## src/hdlc_dfr_pkg.sv

```systemverilog
// Shared types and constants of the HDLC octet deframer.
// No dependencies; every other file imports this package.
package hdlc_dfr_pkg;

  // Size of one frame buffer in octets
  localparam int unsigned BufferBytes = 256;

  // Hard cap on the frame size limit: the buffer size, at most 256 octets
  localparam int unsigned BufCapInt = (BufferBytes > 256) ? 256 : BufferBytes;
  localparam logic [8:0]  BufCap    = 9'(BufCapInt);

  // A format-field octet with this bit set is malformed
  localparam logic [7:0] FormatBadBit = 8'h80;

  // Register file geometry
  localparam int unsigned AddrWidth = 5;
  localparam int unsigned DataWidth = 32;

  typedef enum logic [1:0] {
    CMD_OCTET    = 2'd0,
    CMD_LINE_ERR = 2'd1,
    CMD_TIMEOUT  = 2'd2,
    CMD_UNUSED   = 2'd3
  } cmd_e;

  typedef enum logic [2:0] {
    CAUSE_NONE     = 3'd0,
    CAUSE_LINE_ERR = 3'd1,
    CAUSE_TOO_LONG = 3'd2,
    CAUSE_FORMAT   = 3'd3,
    CAUSE_TIMEOUT  = 3'd4
  } cause_e;

  typedef enum logic [2:0] {
    REG_FLAG_OCTET    = 3'd0,
    REG_MIN_LENGTH    = 3'd1,
    REG_MAX_FRAME     = 3'd2,
    REG_HAS_FORMAT    = 3'd3,
    REG_TRANSPARENCY  = 3'd4
  } reg_idx_e;

  // Current configuration seen by the frame engine
  typedef struct packed {
    logic [7:0] flag_octet;
    logic [7:0] min_length;
    logic [8:0] max_frame_size;
    logic       has_format_field;
    logic       transparency_on;
  } cfg_t;

  // One result beat
  typedef struct packed {
    logic       write_enable;
    logic [7:0] write_index;
    logic       frame_done;
    logic [7:0] frame_length;
    logic       frame_dropped;
    logic [2:0] drop_cause;
    logic       frame_opened;
    logic       short_restart;
  } result_t;

endpackage

```

## src/hdlc_dfr_cfg.sv

```systemverilog
// APB-style configuration registers of the HDLC octet deframer.
// Depends on hdlc_dfr_pkg for the register indexes and the cfg_t struct.
module hdlc_dfr_cfg
  import hdlc_dfr_pkg::*;
(
  input  logic                 clk_i,
  input  logic                 rst_ni,
  input  logic                 psel,
  input  logic                 penable,
  input  logic                 pwrite,
  input  logic [AddrWidth-1:0] paddr,
  input  logic [DataWidth-1:0] pwdata,
  output logic [DataWidth-1:0] prdata,
  output logic                 pready,
  output cfg_t                 cfg_o
);

  cfg_t       cfg_q;
  logic       wr_en;
  logic [2:0] reg_idx;

  assign pready  = 1'b1;
  assign wr_en   = psel & penable & pwrite;
  assign reg_idx = paddr[4:2];

  // Write registers on the access phase
  always_ff @(posedge clk_i or negedge rst_ni) begin
    if (!rst_ni) begin
      cfg_q.flag_octet       <= 8'h7E;
      cfg_q.min_length       <= 8'd4;
      cfg_q.max_frame_size   <= 9'd256;
      cfg_q.has_format_field <= 1'b0;
      cfg_q.transparency_on  <= 1'b0;
    end else if (wr_en) begin
      unique case (reg_idx)
        REG_FLAG_OCTET:   cfg_q.flag_octet       <= pwdata[7:0];
        REG_MIN_LENGTH:   cfg_q.min_length       <= pwdata[7:0];
        REG_MAX_FRAME:    cfg_q.max_frame_size   <= pwdata[8:0];
        REG_HAS_FORMAT:   cfg_q.has_format_field <= pwdata[0];
        REG_TRANSPARENCY: cfg_q.transparency_on  <= pwdata[0];
        default: ;
      endcase
    end
  end

  // Read back the addressed register
  always_comb begin
    unique case (reg_idx)
      REG_FLAG_OCTET:   prdata = {24'd0, cfg_q.flag_octet};
      REG_MIN_LENGTH:   prdata = {24'd0, cfg_q.min_length};
      REG_MAX_FRAME:    prdata = {23'd0, cfg_q.max_frame_size};
      REG_HAS_FORMAT:   prdata = {31'd0, cfg_q.has_format_field};
      REG_TRANSPARENCY: prdata = {31'd0, cfg_q.transparency_on};
      default:          prdata = '0;
    endcase
  end

  assign cfg_o = cfg_q;

endmodule

```

## src/hdlc_dfr_core.sv

```systemverilog
// Frame engine of the HDLC octet deframer: hunt/frame state and the
// single-pass step logic for one beat. Depends on hdlc_dfr_pkg.
module hdlc_dfr_core
  import hdlc_dfr_pkg::*;
#(
  parameter int unsigned BufBytes = BufferBytes
) (
  input  logic       clk_i,
  input  logic       rst_ni,
  input  logic       step_i,
  input  cfg_t       cfg_i,
  input  logic [1:0] cmd_i,
  input  logic [7:0] data_byte_i,
  input  logic       buffer_free_i,
  output result_t    result_o
);

  // Hard cap on the frame size limit: the buffer size, at most 256 octets
  localparam int unsigned CapInt = (BufBytes > 256) ? 256 : BufBytes;
  localparam logic [8:0]  Cap    = 9'(CapInt);

  logic       in_frame_q, in_frame_d;
  logic [7:0] frame_len_q, frame_len_d;
  logic [7:0] write_pos_q, write_pos_d;
  logic [6:0] count_left_q, count_left_d;
  logic       error_latch_q, error_latch_d;

  logic       claim;
  logic       checked;
  logic       is_flag;
  logic       fmt_mode;
  logic [8:0] lim;
  logic [8:0] next_len;
  result_t    res;

  // Effective size limit
  assign lim      = (cfg_i.max_frame_size > Cap) ? Cap : cfg_i.max_frame_size;
  assign is_flag  = (data_byte_i == cfg_i.flag_octet);
  assign fmt_mode = cfg_i.has_format_field & ~cfg_i.transparency_on;
  assign next_len = {1'b0, frame_len_q} + 9'd1;

  // Step logic for one accepted beat
  always_comb begin
    in_frame_d    = in_frame_q;
    frame_len_d   = frame_len_q;
    write_pos_d   = write_pos_q;
    count_left_d  = count_left_q;
    error_latch_d = error_latch_q;
    res           = '0;
    claim         = 1'b0;
    checked       = 1'b1;
    if (step_i) begin
      case (cmd_i)
        CMD_LINE_ERR: error_latch_d = 1'b1;
        CMD_TIMEOUT: begin
          if (in_frame_q) begin
            res.frame_dropped = 1'b1;
            res.drop_cause    = CAUSE_TIMEOUT;
            in_frame_d        = 1'b0;
            frame_len_d       = '0;
            write_pos_d       = '0;
            count_left_d      = '0;
            error_latch_d     = 1'b0;
          end
        end
        CMD_OCTET: begin
          if (!in_frame_q) begin
            claim = is_flag;
          end else begin
            res.write_enable = 1'b1;
            res.write_index  = write_pos_q;
            // Count in octets announced by the format field
            if (count_left_q != '0) begin
              count_left_d = count_left_q - 7'd1;
              if (count_left_q != 7'd1) begin
                write_pos_d = write_pos_q + 8'd1;
                checked     = 1'b0;
              end
            end
            if (checked) begin
              if (is_flag) begin
                if (frame_len_q == '0) begin
                  // empty frame: keep waiting
                end else if (frame_len_q < cfg_i.min_length) begin
                  frame_len_d       = '0;
                  write_pos_d       = '0;
                  res.short_restart = 1'b1;
                end else begin
                  res.frame_done   = 1'b1;
                  res.frame_length = frame_len_q;
                  in_frame_d       = 1'b0;
                  frame_len_d      = '0;
                  write_pos_d      = '0;
                  count_left_d     = '0;
                  claim            = 1'b1;
                end
              end else if (error_latch_q) begin
                res.frame_dropped = 1'b1;
                res.drop_cause    = CAUSE_LINE_ERR;
                in_frame_d        = 1'b0;
                frame_len_d       = '0;
                write_pos_d       = '0;
                count_left_d      = '0;
              end else if (frame_len_q == '0 && fmt_mode) begin
                if ((data_byte_i & FormatBadBit) != '0 || data_byte_i == '0 ||
                    {1'b0, data_byte_i} >= lim) begin
                  res.frame_dropped = 1'b1;
                  res.drop_cause    = CAUSE_FORMAT;
                  in_frame_d        = 1'b0;
                  frame_len_d       = '0;
                  write_pos_d       = '0;
                  count_left_d      = '0;
                end else begin
                  frame_len_d  = data_byte_i;
                  write_pos_d  = 8'd1;
                  count_left_d = data_byte_i[6:0];
                end
              end else if (next_len >= lim) begin
                res.frame_dropped = 1'b1;
                res.drop_cause    = CAUSE_TOO_LONG;
                in_frame_d        = 1'b0;
                frame_len_d       = '0;
                write_pos_d       = '0;
                count_left_d      = '0;
              end else begin
                frame_len_d = next_len[7:0];
                write_pos_d = next_len[7:0];
              end
            end
          end
          // Claim a buffer for the next frame
          if (claim && buffer_free_i) begin
            in_frame_d       = 1'b1;
            frame_len_d      = '0;
            write_pos_d      = '0;
            count_left_d     = '0;
            res.frame_opened = 1'b1;
          end
          if (checked) begin
            error_latch_d = 1'b0;
          end
        end
        default: ;
      endcase
    end
  end

  // Hold frame state between beats
  always_ff @(posedge clk_i or negedge rst_ni) begin
    if (!rst_ni) begin
      in_frame_q    <= 1'b0;
      frame_len_q   <= '0;
      write_pos_q   <= '0;
      count_left_q  <= '0;
      error_latch_q <= 1'b0;
    end else begin
      in_frame_q    <= in_frame_d;
      frame_len_q   <= frame_len_d;
      write_pos_q   <= write_pos_d;
      count_left_q  <= count_left_d;
      error_latch_q <= error_latch_d;
    end
  end

  assign result_o = res;

  // While hunting, all frame counters sit at zero
  a_hunt_clean: assert property (@(posedge clk_i) disable iff (!rst_ni)
    !in_frame_q |-> (frame_len_q == '0 && write_pos_q == '0 && count_left_q == '0))
    else $error("frame counters not cleared while hunting");

  // A counted run always belongs to a frame with a nonzero length
  a_count_len: assert property (@(posedge clk_i) disable iff (!rst_ni)
    count_left_q != '0 |-> frame_len_q != '0)
    else $error("counted octets pending with zero frame length");

  // Delivery excludes drop and restart in the same beat
  a_done_excl: assert property (@(posedge clk_i) disable iff (!rst_ni)
    res.frame_done |-> (!res.frame_dropped && !res.short_restart))
    else $error("frame delivered and dropped or restarted at once");

  // After a drop the engine hunts
  a_drop_hunt: assert property (@(posedge clk_i) disable iff (!rst_ni)
    res.frame_dropped |=> !in_frame_q)
    else $error("still in frame after a drop");

endmodule

```

## src/hdlc_dfr_outreg.sv

```systemverilog
// Result register of the HDLC octet deframer: holds one result beat
// until the receiver takes it. Depends on hdlc_dfr_pkg for result_t.
module hdlc_dfr_outreg
  import hdlc_dfr_pkg::*;
(
  input  logic    clk_i,
  input  logic    rst_ni,
  input  logic    load_i,
  input  result_t result_i,
  input  logic    out_ready_i,
  output logic    out_valid_o,
  output logic    free_o,
  output result_t result_o
);

  logic    valid_q;
  result_t data_q;

  // Free when empty or being drained this cycle
  assign free_o = ~valid_q | out_ready_i;

  // Track occupancy of the result register
  always_ff @(posedge clk_i or negedge rst_ni) begin
    if (!rst_ni) begin
      valid_q <= 1'b0;
    end else if (load_i) begin
      valid_q <= 1'b1;
    end else if (out_ready_i) begin
      valid_q <= 1'b0;
    end
  end

  // Capture the result beat
  always_ff @(posedge clk_i) begin
    if (load_i) begin
      data_q <= result_i;
    end
  end

  assign out_valid_o = valid_q;
  assign result_o    = data_q;

endmodule

```

## src/hdlc_octet_deframer.sv

```systemverilog
// HDLC octet deframer, receive side of an octet-synchronous HDLC link.
// Input beat: cmd_i (0 octet, 1 line error, 2 idle timeout), data_byte_i,
// buffer_free_i, on a valid/ready channel. Every input beat yields exactly
// one result beat on the output valid/ready channel: buffer write strobe and
// index, frame delivered with its length, frame dropped with its cause,
// buffer claimed for the next frame, and too-short restart.
// The result of a beat is presented in the cycle after acceptance. Throughput:
// one beat per cycle unless stalled; the step is a single pass of compares and
// counter updates between the frame state registers and the result register.
// Stall: the result register holds a beat until out_ready_i; in_ready_o stays
// high while that register is empty or drains in the same cycle, so a beat
// can enter while the previous result is taken.
// Reset (rst_ni low): the engine hunts for a flag, counters and error latch
// clear, the output is empty, and registers return to their defaults
// (flag 0x7E, minimum length 4, maximum frame size 256, format field off).
// Configuration: APB-style port, register i at byte address 4*i; write only
// while no beat is in flight.
module hdlc_octet_deframer
  import hdlc_dfr_pkg::*;
#(
  parameter int unsigned BufBytes = BufferBytes
) (
  input  logic                 clk_i,
  input  logic                 rst_ni,
  // configuration port
  input  logic                 psel,
  input  logic                 penable,
  input  logic                 pwrite,
  input  logic [AddrWidth-1:0] paddr,
  input  logic [DataWidth-1:0] pwdata,
  output logic [DataWidth-1:0] prdata,
  output logic                 pready,
  // input channel
  input  logic                 in_valid_i,
  output logic                 in_ready_o,
  input  logic [1:0]           cmd_i,
  input  logic [7:0]           data_byte_i,
  input  logic                 buffer_free_i,
  // output channel
  output logic                 out_valid_o,
  input  logic                 out_ready_i,
  output logic                 write_enable_o,
  output logic [7:0]           write_index_o,
  output logic                 frame_done_o,
  output logic [7:0]           frame_length_o,
  output logic                 frame_dropped_o,
  output logic [2:0]           drop_cause_o,
  output logic                 frame_opened_o,
  output logic                 short_restart_o
);

  cfg_t    cfg;
  result_t step_res;
  result_t out_res;
  logic    out_free;
  logic    step;

  assign in_ready_o = out_free;
  assign step       = in_valid_i & out_free;

  // Configuration registers
  hdlc_dfr_cfg u_cfg (
    .clk_i   (clk_i),
    .rst_ni  (rst_ni),
    .psel    (psel),
    .penable (penable),
    .pwrite  (pwrite),
    .paddr   (paddr),
    .pwdata  (pwdata),
    .prdata  (prdata),
    .pready  (pready),
    .cfg_o   (cfg)
  );

  // Frame engine
  hdlc_dfr_core #(
    .BufBytes (BufBytes)
  ) u_core (
    .clk_i         (clk_i),
    .rst_ni        (rst_ni),
    .step_i        (step),
    .cfg_i         (cfg),
    .cmd_i         (cmd_i),
    .data_byte_i   (data_byte_i),
    .buffer_free_i (buffer_free_i),
    .result_o      (step_res)
  );

  // Result register
  hdlc_dfr_outreg u_outreg (
    .clk_i       (clk_i),
    .rst_ni      (rst_ni),
    .load_i      (step),
    .result_i    (step_res),
    .out_ready_i (out_ready_i),
    .out_valid_o (out_valid_o),
    .free_o      (out_free),
    .result_o    (out_res)
  );

  assign write_enable_o  = out_res.write_enable;
  assign write_index_o   = out_res.write_index;
  assign frame_done_o    = out_res.frame_done;
  assign frame_length_o  = out_res.frame_length;
  assign frame_dropped_o = out_res.frame_dropped;
  assign drop_cause_o    = out_res.drop_cause;
  assign frame_opened_o  = out_res.frame_opened;
  assign short_restart_o = out_res.short_restart;

endmodule

```

## config.mk

```make
export PLATFORM = sky130hd
export DESIGN_NAME = hdlc_octet_deframer
export DESIGN_NICKNAME = d
export VERILOG_FILES = /design/src/hdlc_dfr_pkg.sv /design/src/hdlc_dfr_cfg.sv /design/src/hdlc_dfr_core.sv /design/src/hdlc_dfr_outreg.sv /design/src/hdlc_octet_deframer.sv
export SDC_FILE = /design/constraint.sdc
export NUM_CORES = 1
export LEC_CHECK = 0
export CORE_ASPECT_RATIO = 1.75
export CORE_MARGIN = 4
export CORE_UTILIZATION = 40
export DETAILED_ROUTE_END_ITERATION = 7
export DONT_BUFFER_PORTS = 1
export SETUP_SLACK_MARGIN = 0.5
export SYNTH_ARGS = -nofsm -noshare
export SYNTH_HDL_FRONTEND = slang
export SYNTH_SLANG_ARGS = --single-unit
```

## constraint.sdc

```tcl
create_clock -name clk_i -period 4.4 [get_ports clk_i]
set_clock_uncertainty 0.05 [all_clocks]
set_input_delay 0.22 -clock clk_i [delete_from_list [all_inputs] [get_ports clk_i]]
set_output_delay 0.22 -clock clk_i [all_outputs]
set_load 0.1 [all_outputs]
```

==> run_results.csv, run 1 <==
group,metric,value,unit
sta,final_max_slew_viol_count,0,
final_layout,final_net_count,622,
sta,fin_crit,3750,ps
job,cap_viol_max_count,0,
global_routing,first_global_vias,4071,
floorplan,die_w,93.2,um
synth,yosys_most_used_dff,"dfrtp_1",
hold_path,hp-class,"in2reg",
placement,dp.cells,683,
final_layout,final_cells,711,
setup_path,critPathMaxFanout,9,
synth,synth-seq-area-share,0.405,
floorplan,die_h,157,um
setup_path,critPathKind,"reg2reg",
clocking,cts-root-buf,"clkbuf_16",
sta,slew_headroom,0.268,
placement,placed_area,5170,um2
placement,numPortBuffers,0,
setup_path,startpoint_type,"register",
synth,synth_seq_cells,77,
route,vias,4018,
final_layout,final_area,5600,um2
power_and_ir_drop,leakagePower,0.00235,uW
route,drtAntennaViolNets,0,
final_layout,num_antenna_cells,0,
sta,timing.final.ws_setup,651,ps
setup_path,worstPathRequired,4620,ps
power_and_ir_drop,p_per_area,528,nW/um2
sta,worst_pin_slew,1100,ps
global_routing,grt_pass1_wl,21500,um
sta,rsz0062_at_grt,"no",
setup_path,endpoint_kind,"register",
clocking,clk_latency,340,ps
global_routing,grt_use_total,0.190,
sta,fin_setup_tns,0,ps
clocking,clock_sinks,77,
clocking,cts_tree,"done",
synth,synthDistinctLibCells,76,
synth,yosys_warnings,0,
floorplan,initial_core_util,0.409,
setup_path,critical_path_arrival,3970,ps
sta,fin_crit_sh,0.852,
placement,dpl.hpwl,10500,um
clocking,postCtsSetupBuffers,0,
final_layout,area_delta_synth_final,10.2,%
floorplan,io_pins,114,
synth,syn_area,5080,um2
sta,setup_viol,0,
final_layout,layout-drive-gt1-share,0.142,
placement,post-place-ws,725,ps
route,wire_per_inst,19.2,um
synth,synth-edff-count,24,
route,drc,0,
route,drtPass1Iterations,5,
clocking,path_clk_slew,60,ps
floorplan,num_rows,54,
synth,async_flop_share,0.688,
route,wl,13700,um
clocking,htree_levels,3,
global_routing,antenna_found_initial,0,
clocking,clockBufferDepth,2,
final_layout,fill_cells,1239,
sta,fmax,267,MHz
clocking,numCtsBuffers,9,
floorplan,die-area,14600,um2
route,vias_per_cell,5.65,
floorplan,fp.coreArea,12400,um2
route,drt_iter0_drc,260,
placement,gp_congestion,0.904,
synth,syn_inst,530,
final_layout,final_util,0.450,
sta,final-hold-violation-count,0,
power_and_ir_drop,ir_drop,264,uV
global_routing,grt.overflow.total,0,
global_routing,grt_max_degree,54,
run_status,run_status,"completed",
synth,avgSynthCellArea,9.59,um2
## cells in the final DEF (no fill, tap or decap), types with 4 or more instances in the layout
cell            n
nand3_1        14
nor3_1         17
nor2_1         37
mux2i_1         8
nand4_1         5
nor2_2          7
and3_1         14
or3_1           7
xnor2_1        12
mux2_2         20
nor2b_1         6
dfstp_2         8
a32oi_1         4
o21ai_0        28
clkbuf_16       9
dfrtp_1        45
and2_1          5
edfxtp_1       24
nand2_1        45
ha_1           29
buf_4           4
nand2b_1       13
o21ai_1         7
inv_1          22
a21oi_1        25
conb_1         24
a31oi_1         6
a22oi_1         4
a21o_1          4
dlygate4sd3_1  11
## area by class of cell
| cell class | instances | area (um2) | area share |
|---|---|---|---|
| Tap cell | 168 | 210 | 0.0375 |
| Timing Repair Buffer | 16 | 168 | 0.0299 |
| Inverter | 23 | 86.3 | 0.0154 |
| Multi-Input combinational cell | 411 | 2790 | 0.498 |
| Sequential cell | 77 | 2060 | 0.367 |
| Clock buffer | 10 | 229 | 0.0409 |
| Clock inverter | 6 | 63.8 | 0.0114 |
## sequential cells by signal (all words and copies together), names as in the netlist
| name | count |
|---|---|
| u_outreg.out_valid_o | 1 |
| u_cfg.cfg_o | 27 |
| u_outreg.result_o | 24 |
| u_core.error_latch_q | 1 |
| u_core.write_pos_q | 8 |
| u_core.in_frame_q | 1 |
| u_core.count_left_q | 7 |
| u_core.frame_len_q | 8 |
## cells in the mapped netlist, types with 5 or more instances
library cell	n	area, um2
edfxtp_1	24	721
nor2_1	44	165
nor2b_1	6	37.5
mux2_2	20	225
nand4_1	5	31.3
or3_1	7	43.8
nand2b_1	13	81.3
ha_1	29	363
dfstp_2	8	210
nand2_1	45	169
clkbuf_1	10	37.5
o21ai_1	7	35.0
a21oi_1	26	130
o21ai_0	28	140
nand3_1	14	70.1
xnor2_1	12	105
dfrtp_1	45	1130
mux2i_1	8	80.1
a31oi_1	6	37.5
inv_1	22	82.6
and3_1	14	87.6
buf_4	24	180
nor3_1	17	85.1
and2_1	5	31.3
## metrics by stage
| stage | hold WS (ps) | total power, uW |
|---|---|---|
| floorplan | -126 | 1950 |
| global placement | -122 | 2160 |
| detailed placement | -121 | 2180 |
| CTS | 13.0 | 2950 |
| global route | 21.7 | 3120 |
| finish | 11.7 | 2960 |
## worst paths after layout
path	start	endpoint	slack (ps)	cells past startpoint
setup / recovery	u_core.frame_len_q[0]	u_core.write_pos_q[2]	650	11
hold / removal	data_byte_i[6]	u_core.count_left_q[6]	10	2
setup reg to reg	u_core.frame_len_q[0]	u_core.write_pos_q[2]	650	11
hold reg to reg	u_cfg.cfg_o[2]	u_cfg.cfg_o[2]	480	1
max in group asynchronous	rst_ni	u_cfg.cfg_o[22]	3590	2
min in group asynchronous	rst_ni	u_core.write_pos_q[3]	420	2
## metal layers
layer	vias to the layer above	global-route usage	routed length [um]
met1	1955	0.205	5190
met3	25	0.0435	694
met2	133	0.348	7340
met5	-	0	0
li1	1905	-	-
met4	0	0.0860	442
## power by group
part / internal, uW / switching [uW] / total, uW
Sequential: 857 / 209 / 1070
Clock: 438 / 299 / 737
Combinational: 380 / 772 / 1150
Total: 1680 / 1280 / 2950
## worst max-delay path, stage by stage (launching register included)
cell,delay (ps)
dfrtp_1,510
ha_1,310
and3_1,230
and3_1,220
xnor2_1,240
ha_1,300
a2111oi_0,470
o21ai_1,240
a21o_1,300
or4_4,560
nand2b_1,170
nand3_1,90
## kinds of logic (layout without fill, tap and decap cells)
family / after synthesis / count (layout) / synth area share
buf+inv: 64 / 55 / 0.0689
mux: 28 / 28 / 0.0601
flops: 77 / 77 / 0.405
other cells: 2 / 24 / 0.00148
fa+ha+maj: 29 / 29 / 0.0714
compound gates: 123 / 123 / 0.174
simple gates: 192 / 192 / 0.194
xor+xnor: 15 / 15 / 0.0258
## what timing repair did
item                                   4_1_cts  5_1_grt
endpoints found under the hold margin       81        0
gates resized for setup                      0        1
hold buffers                                12        0
setup endpoints to repair                    0        1
(Power assumes the default switching activity.)
==> inputs of run 2 (changes only) <==
- ABC_AREA: not set -> 1
==> run_results.csv, run 2 <==
group,metric,value,unit
clocking,hold_buffers,7,
synth,synth_area_leaders,"dfrtp_1, nand2_1, edfxtp_1",
clocking,clock_sinks,77,
setup_path,worstPathRequired,4640,ps
route,drt_iter0_drc,227,
sta,fmax,285,MHz
final_layout,fill_cells,1400,
synth,synth_seq_cells,77,
setup_path,cpPeakStageDelay,420,ps
setup_path,endpoint_kind,"register",
synth,synth-seq-area-share,0.374,
synth,yosysMostFrequentCell,"nand2_1",
route,wire_per_inst,16.1,um
job,cap_viol_max_count,0,
global_routing,antenna_found_initial,0,
global_routing,grt_pass1_wl,24200,um
synth,synth.cells.most_frequent,"nand2_1, inv_1, nor2_1, dfrtp_1, nand3_1",
setup_path,critPathMaxFanout,9,
synth,async_flop_share,0.688,
power_and_ir_drop,power.share.clock,0.203,
final_layout,largest_reg_flops,27,
setup_path,critical_path_arrival,3750,ps
final_layout,final_net_count,846,
global_routing,grt.overflow.total,0,
synth,synthDistinctLibCells,51,
final_layout,mostFrequentLayoutCells,"nand2_1, inv_1, nor2_1",
sta,fin_crit,3510,ps
final_layout,area_delta_synth_final,10.3,%
sta,fin_crit_sh,0.799,
floorplan,fp.coreArea,13500,um2
hold_path,hp-class,"in2reg",
route,drtPass1Iterations,5,
placement,dpl.hpwl,11900,um
sta,slew_headroom,0.275,
final_layout,final_common_cell,"nand2_1",
sta,final-hold-violation-count,0,
power_and_ir_drop,seqPwrFrac,0.291,
power_and_ir_drop,leakagePower,0.00296,uW
clocking,path_clk_slew,60,ps
power_and_ir_drop,ir_drop,253,uV
floorplan,die-area,15800,um2
sta,timing.final.ws_setup,886,ps
setup_path,startpoint_type,"register",
global_routing,first_global_vias,4841,
synth,syn_inst,754,
clocking,cts-root-buf,"clkbuf_16",
floorplan,num_rows,56,
route,vias_per_cell,5.17,
placement,gp_congestion,0.931,
global_routing,grt_max_degree,54,
clocking,numCtsBuffers,9,
synth,synth-edff-count,24,
floorplan,die_h,163,um
final_layout,num_antenna_cells,0,
power_and_ir_drop,p_int,1890,uW
final_layout,layout-drive-gt1-share,0.0965,
setup_path,critPathKind,"reg2reg",
power_and_ir_drop,p_per_area,622,nW/um2
synth,yosys_warnings,0,
synth,yosys_most_used_dff,"dfrtp_1",
sta,fin_setup_tns,0,ps
clocking,postCtsSetupBuffers,0,
sta,rsz0062_at_grt,"no",
floorplan,die_w,96.7,um
route,vias,4868,
synth,yosys.area.top_type_share,0.205,
clocking,htree_levels,3,
clocking,clockBufferDepth,2,
setup_path,slowest_stage,"dfrtp_1",
power_and_ir_drop,switching_share,0.499,
floorplan,io_pins,114,
synth,syn_area,5500,um2
sta,worst_pin_slew,1090,ps
placement,post-place-ws,891,ps
synth,synth_top_area_cell,"dfrtp_1",
setup_path,worstPathCellList,"ha_1, nand3_1, nor3_1, xor2_1, inv_1, ha_1, nand2_1, a21oi_1, nor2_1, nand4_2, nand2_1, nand3_1, a21oi_1, o21a_1",
clocking,cts_tree,"done",
sta,final_max_slew_viol_count,0,
synth,avgSynthCellArea,7.30,um2
route,drtAntennaViolNets,0,
power_and_ir_drop,share_comb_of_total_power,0.506,
clocking,clk_latency,350,ps
route,drc,0,
route,wl,15100,um
run_status,run_status,"completed",
power_and_ir_drop,p_sw,1880,uW
global_routing,grt_use_total,0.193,
placement,numPortBuffers,0,
sta,setup_viol,0,
floorplan,initial_core_util,0.409,
clocking,cts_resized,0,
[run 2: cell types whose count changed in the layout (fill, tap and decap cells not counted), moves of 20 or more]
cell	previous run	this run
nand2_1	45	233
inv_1	22	92
nor2_1	37	75
nand3_1	14	39
mux2_2	20	0
[run 2: kinds of logic after synthesis]
group,synth area share
adder cells (fa/ha/maj),0.0659
flip-flops,0.374
XOR/XNOR,0.0255
AO/OA/AOI/OAI,0.0830
other,0.00136
AND/OR/NAND/NOR,0.328
buffers and inverters,0.122
[run 2: path summary, 6_finish.rpt]
check / depth (start not counted) / start / slack [ps] / endpoint
setup / recovery: 14 / u_core.frame_len_q[0] / 890 / u_core.in_frame_q
hold / removal: 2 / paddr[4] / 6 / u_cfg.cfg_o[0]
setup reg to reg: 14 / u_core.frame_len_q[0] / 890 / u_core.in_frame_q
hold reg to reg: 2 / u_cfg.cfg_o[21] / 460 / u_cfg.cfg_o[21]
max in group asynchronous: 2 / rst_ni / 3640 / u_cfg.cfg_o[24]
min in group asynchronous: 2 / rst_ni / 370 / u_core.frame_len_q[7]
[run 2: worst max-delay path, delay by kind of cell (launching register included)]
family,cells,cell delay [ps]
flip-flops,1,420
AND/OR/NAND/NOR,7,1390
adder cells (fa/ha/maj),2,560
AO/OA/AOI/OAI,3,510
XOR/XNOR,1,410
buffers and inverters,1,110
[run 2: final cells by class]
type                       instances  area [um2]  share of cell area
multi-input combinational        556        2870               0.472
sequential                        77        2060               0.339
inverter                         103         397              0.0653
clock buffer                       9         225              0.0371
timing repair buffer              15         225              0.0371
tap                              174         218              0.0359
clock inverter                     7        82.6              0.0136
[run 2: power by group through the flow]
| stage | clock network [uW] | logic, uW | registers (uW) |
|---|---|---|---|
| after global placement | 0 | 1840 | 1110 |
| final | 767 | 1910 | 1100 |
| after detailed placement | 0 | 1850 | 1110 |
| after floorplan | 0 | 1500 | 1070 |
| after global routing | 803 | 2110 | 1120 |
| after CTS | 779 | 1880 | 1100 |
[run 2: stage by stage]
stage | total power, uW | instance area (um2) | std cells | hold WS, ps | utilization
CTS | 3760 | 6070 | 941 | 1.17 | 0.451
finish | 3770 | 6070 | 941 | 6.02 | 0.451
detailed placement | 2970 | 5670 | 918 | -124 | 0.422
floorplan | 2570 | 5590 | 776 | -126 | -
global route | 4030 | 6070 | 941 | 19.6 | 0.451
global placement | 2940 | 5670 | 918 | -124 | 0.422
[run 2: metal layers]
metal | vias up | part of all wire | track usage
li1 | 2397 | - | -
met1 | 2273 | 0.36 | 0.194
met2 | 150 | 0.55 | 0.361
met3 | 48 | 0.038 | 0.0346
met4 | 0 | 0.056 | 0.127
met5 | - | 0 | 0
==> inputs of run 3 (changes only) <==
- ABC_AREA: 1 -> 0
- clock period: 4.4 -> 3.5 ns (I/O delays scaled with it)
==> run_results.csv, run 3 (synthesis gave the netlist of run 1 again) <==
group,metric,value,unit
setup_path,worst-path-buf-inv,1,
setup_path,critPathMaxFanout,5,
sta,rsz0062_at_grt,"yes",
floorplan,die_h,157,um
setup_path,worstPathRequired,3730,ps
route,wl,14800,um
sta,worst_pin_slew,1130,ps
power_and_ir_drop,leakagePower,0.00259,uW
setup_path,worstPathCellList,"and3_4, nand3_4, nor3_4, xnor2_2, inv_1, ha_2, a2111oi_4, o21ai_2, a21o_1, or4_4, nand2b_4, nand3_1",
hold_path,hp-class,"in2reg",
final_layout,final_util,0.490,
final_layout,layout-drive-gt1-share,0.244,
hold_path,worstHoldStart,"data_byte_i[6]",
final_layout,final_area,6090,um2
global_routing,grt_use_total,0.207,
global_routing,first_global_vias,4295,
route,drc,0,
clocking,cts-root-buf,"clkbuf_16",
global_routing,grt_max_degree,54,
clocking,clock_sinks,77,
global_routing,grt.overflow.total,0,
global_routing,grt_pass1_wl,23100,um
floorplan,initial_core_util,0.409,
sta,fin_setup_tns,0,ps
clocking,clk_latency,350,ps
setup_path,timing.rr.end,"u_core.write_pos_q[4]",
power_and_ir_drop,p_per_area,657,nW/um2
setup_path,endpoint_kind,"register",
final_layout,mostFrequentLayoutCells,"nand2_1, dfrtp_1, nor2_1",
clocking,htree_levels,3,
clocking,clockBufferDepth,2,
hold_path,min_path_cells,2,
global_routing,antenna_found_initial,0,
final_layout,largest_reg_flops,27,
floorplan,die_w,93.2,um
clocking,numCtsBuffers,9,
setup_path,worst-r2r-setup-slack,460,ps
placement,numPortBuffers,0,
run_status,run_status,"completed",
placement,dpl.hpwl,11100,um
floorplan,io_pins,114,
setup_path,cpPeakStageDelay,530,ps
final_layout,final_net_count,652,
route,vias,4185,
clocking,cts_tree,"done",
floorplan,fp.coreArea,12400,um2
sta,fmax,329,MHz
setup_path,critical-path-top-delay-family,"simple AND/OR/NAND/NOR gates",
setup_path,critical_path_arrival,3270,ps
sta,final-hold-violation-count,0,
route,wire_per_inst,20.0,um
final_layout,area_delta_synth_final,19.9,%
setup_path,critPathKind,"reg2reg",
final_layout,num_antenna_cells,0,
sta,fin_crit,3040,ps
route,drtPass1Iterations,4,
floorplan,die-area,14600,um2
power_and_ir_drop,ir_drop,314,uV
final_layout,final_common_cell,"nand2_1",
sta,slew_headroom,0.245,
job,cap_viol_max_count,0,
sta,setup_viol,0,
route,drtAntennaViolNets,0,
sta,fin_crit_sh,0.868,
setup_path,timing.rr.start,"u_core.frame_len_q[0]",
clocking,path_clk_slew,70,ps
placement,gp_congestion,0.904,
route,vias_per_cell,5.65,
hold_path,whs_endpoint,"u_core.frame_len_q[6]",
setup_path,slowest_stage,"or4_4",
sta,final_max_slew_viol_count,0,
setup_path,r2r_cells,12,
placement,placed_area,5270,um2
setup_path,startpoint_type,"register",
floorplan,num_rows,54,
route,drt_iter0_drc,232,
[run 3: cell types whose count changed in the layout (fill, tap and decap cells not counted), moves of 8 or more]
| cell | previous run | this run |
|---|---|---|
| nor2_1 | 75 | 36 |
| mux2i_1 | 0 | 8 |
| nand4_1 | 16 | 5 |
| xor2_1 | 13 | 2 |
| and3_1 | 1 | 11 |
| nand2b_1 | 0 | 8 |
| nand3_1 | 39 | 10 |
| a21oi_1 | 16 | 26 |
| mux2_2 | 0 | 20 |
| inv_1 | 92 | 22 |
| nand2_1 | 233 | 42 |
| buf_4 | 4 | 30 |
| dlygate4sd3_1 | 6 | 15 |
[run 3: final cells by class]
class	count	area [um2]
clock buffers	9	225
clock inverters	7	73.8
fillers	1180	6340
inverters	23	88.8
multi-input cells	411	3030
flip-flops and latches	77	2060
well taps	168	210
repair buffers	46	403
[run 3: repair_timing]
action	4_1_cts	5_1_grt
cloned	0	0
setup buffers	7	8
pin swaps	4	9
gates resized for setup	22	20
hold buffers	16	0
hold endpoints to repair	86	0
endpoints found under the setup margin	25	24
[run 3: per-layer routing]
metal	routed length, um	global-route usage	vias up
met4	770	0.119	0
met2	8140	0.378	166
met5	0	0	-
met1	5220	0.219	2014
li1	-	-	1964
met3	677	0.0363	41
[run 3: stage by stage]
step	total power (uW)	cells	hold WS (ps)	worst slack, ps
2_1_floorplan	2460	552	-171	506
3_3_place_gp	2790	694	-169	329
3_5_place_dp	2830	694	-169	205
4_1_cts	3930	733	1.88	443
5_1_grt	4240	741	13.8	311
6_report	4000	741	6.63	460
[run 3: power breakdown]
part	total (uW)	internal (uW)	switching [uW]	leakage (uW)
clock	956	555	401	0.000146
sequential	1360	1080	279	0.000900
combinational	1690	637	1050	0.00155
total	4000	2270	1730	0.00259
[run 3: worst max path at each step]
stage | startpoint | endpoint | slack, ps | cells past startpoint
floorplan | u_core.frame_len_q[0] | u_core.write_pos_q[4] | 510 | 11
global placement | u_core.frame_len_q[0] | u_core.write_pos_q[4] | 330 | 11
detailed placement | u_core.frame_len_q[1] | u_core.count_left_q[0] | 210 | 12
CTS | u_cfg.cfg_o[10] | u_core.count_left_q[0] | 440 | 11
global route | u_core.frame_len_q[0] | u_core.count_left_q[0] | 310 | 13
finish | u_core.frame_len_q[0] | u_core.write_pos_q[4] | 460 | 12
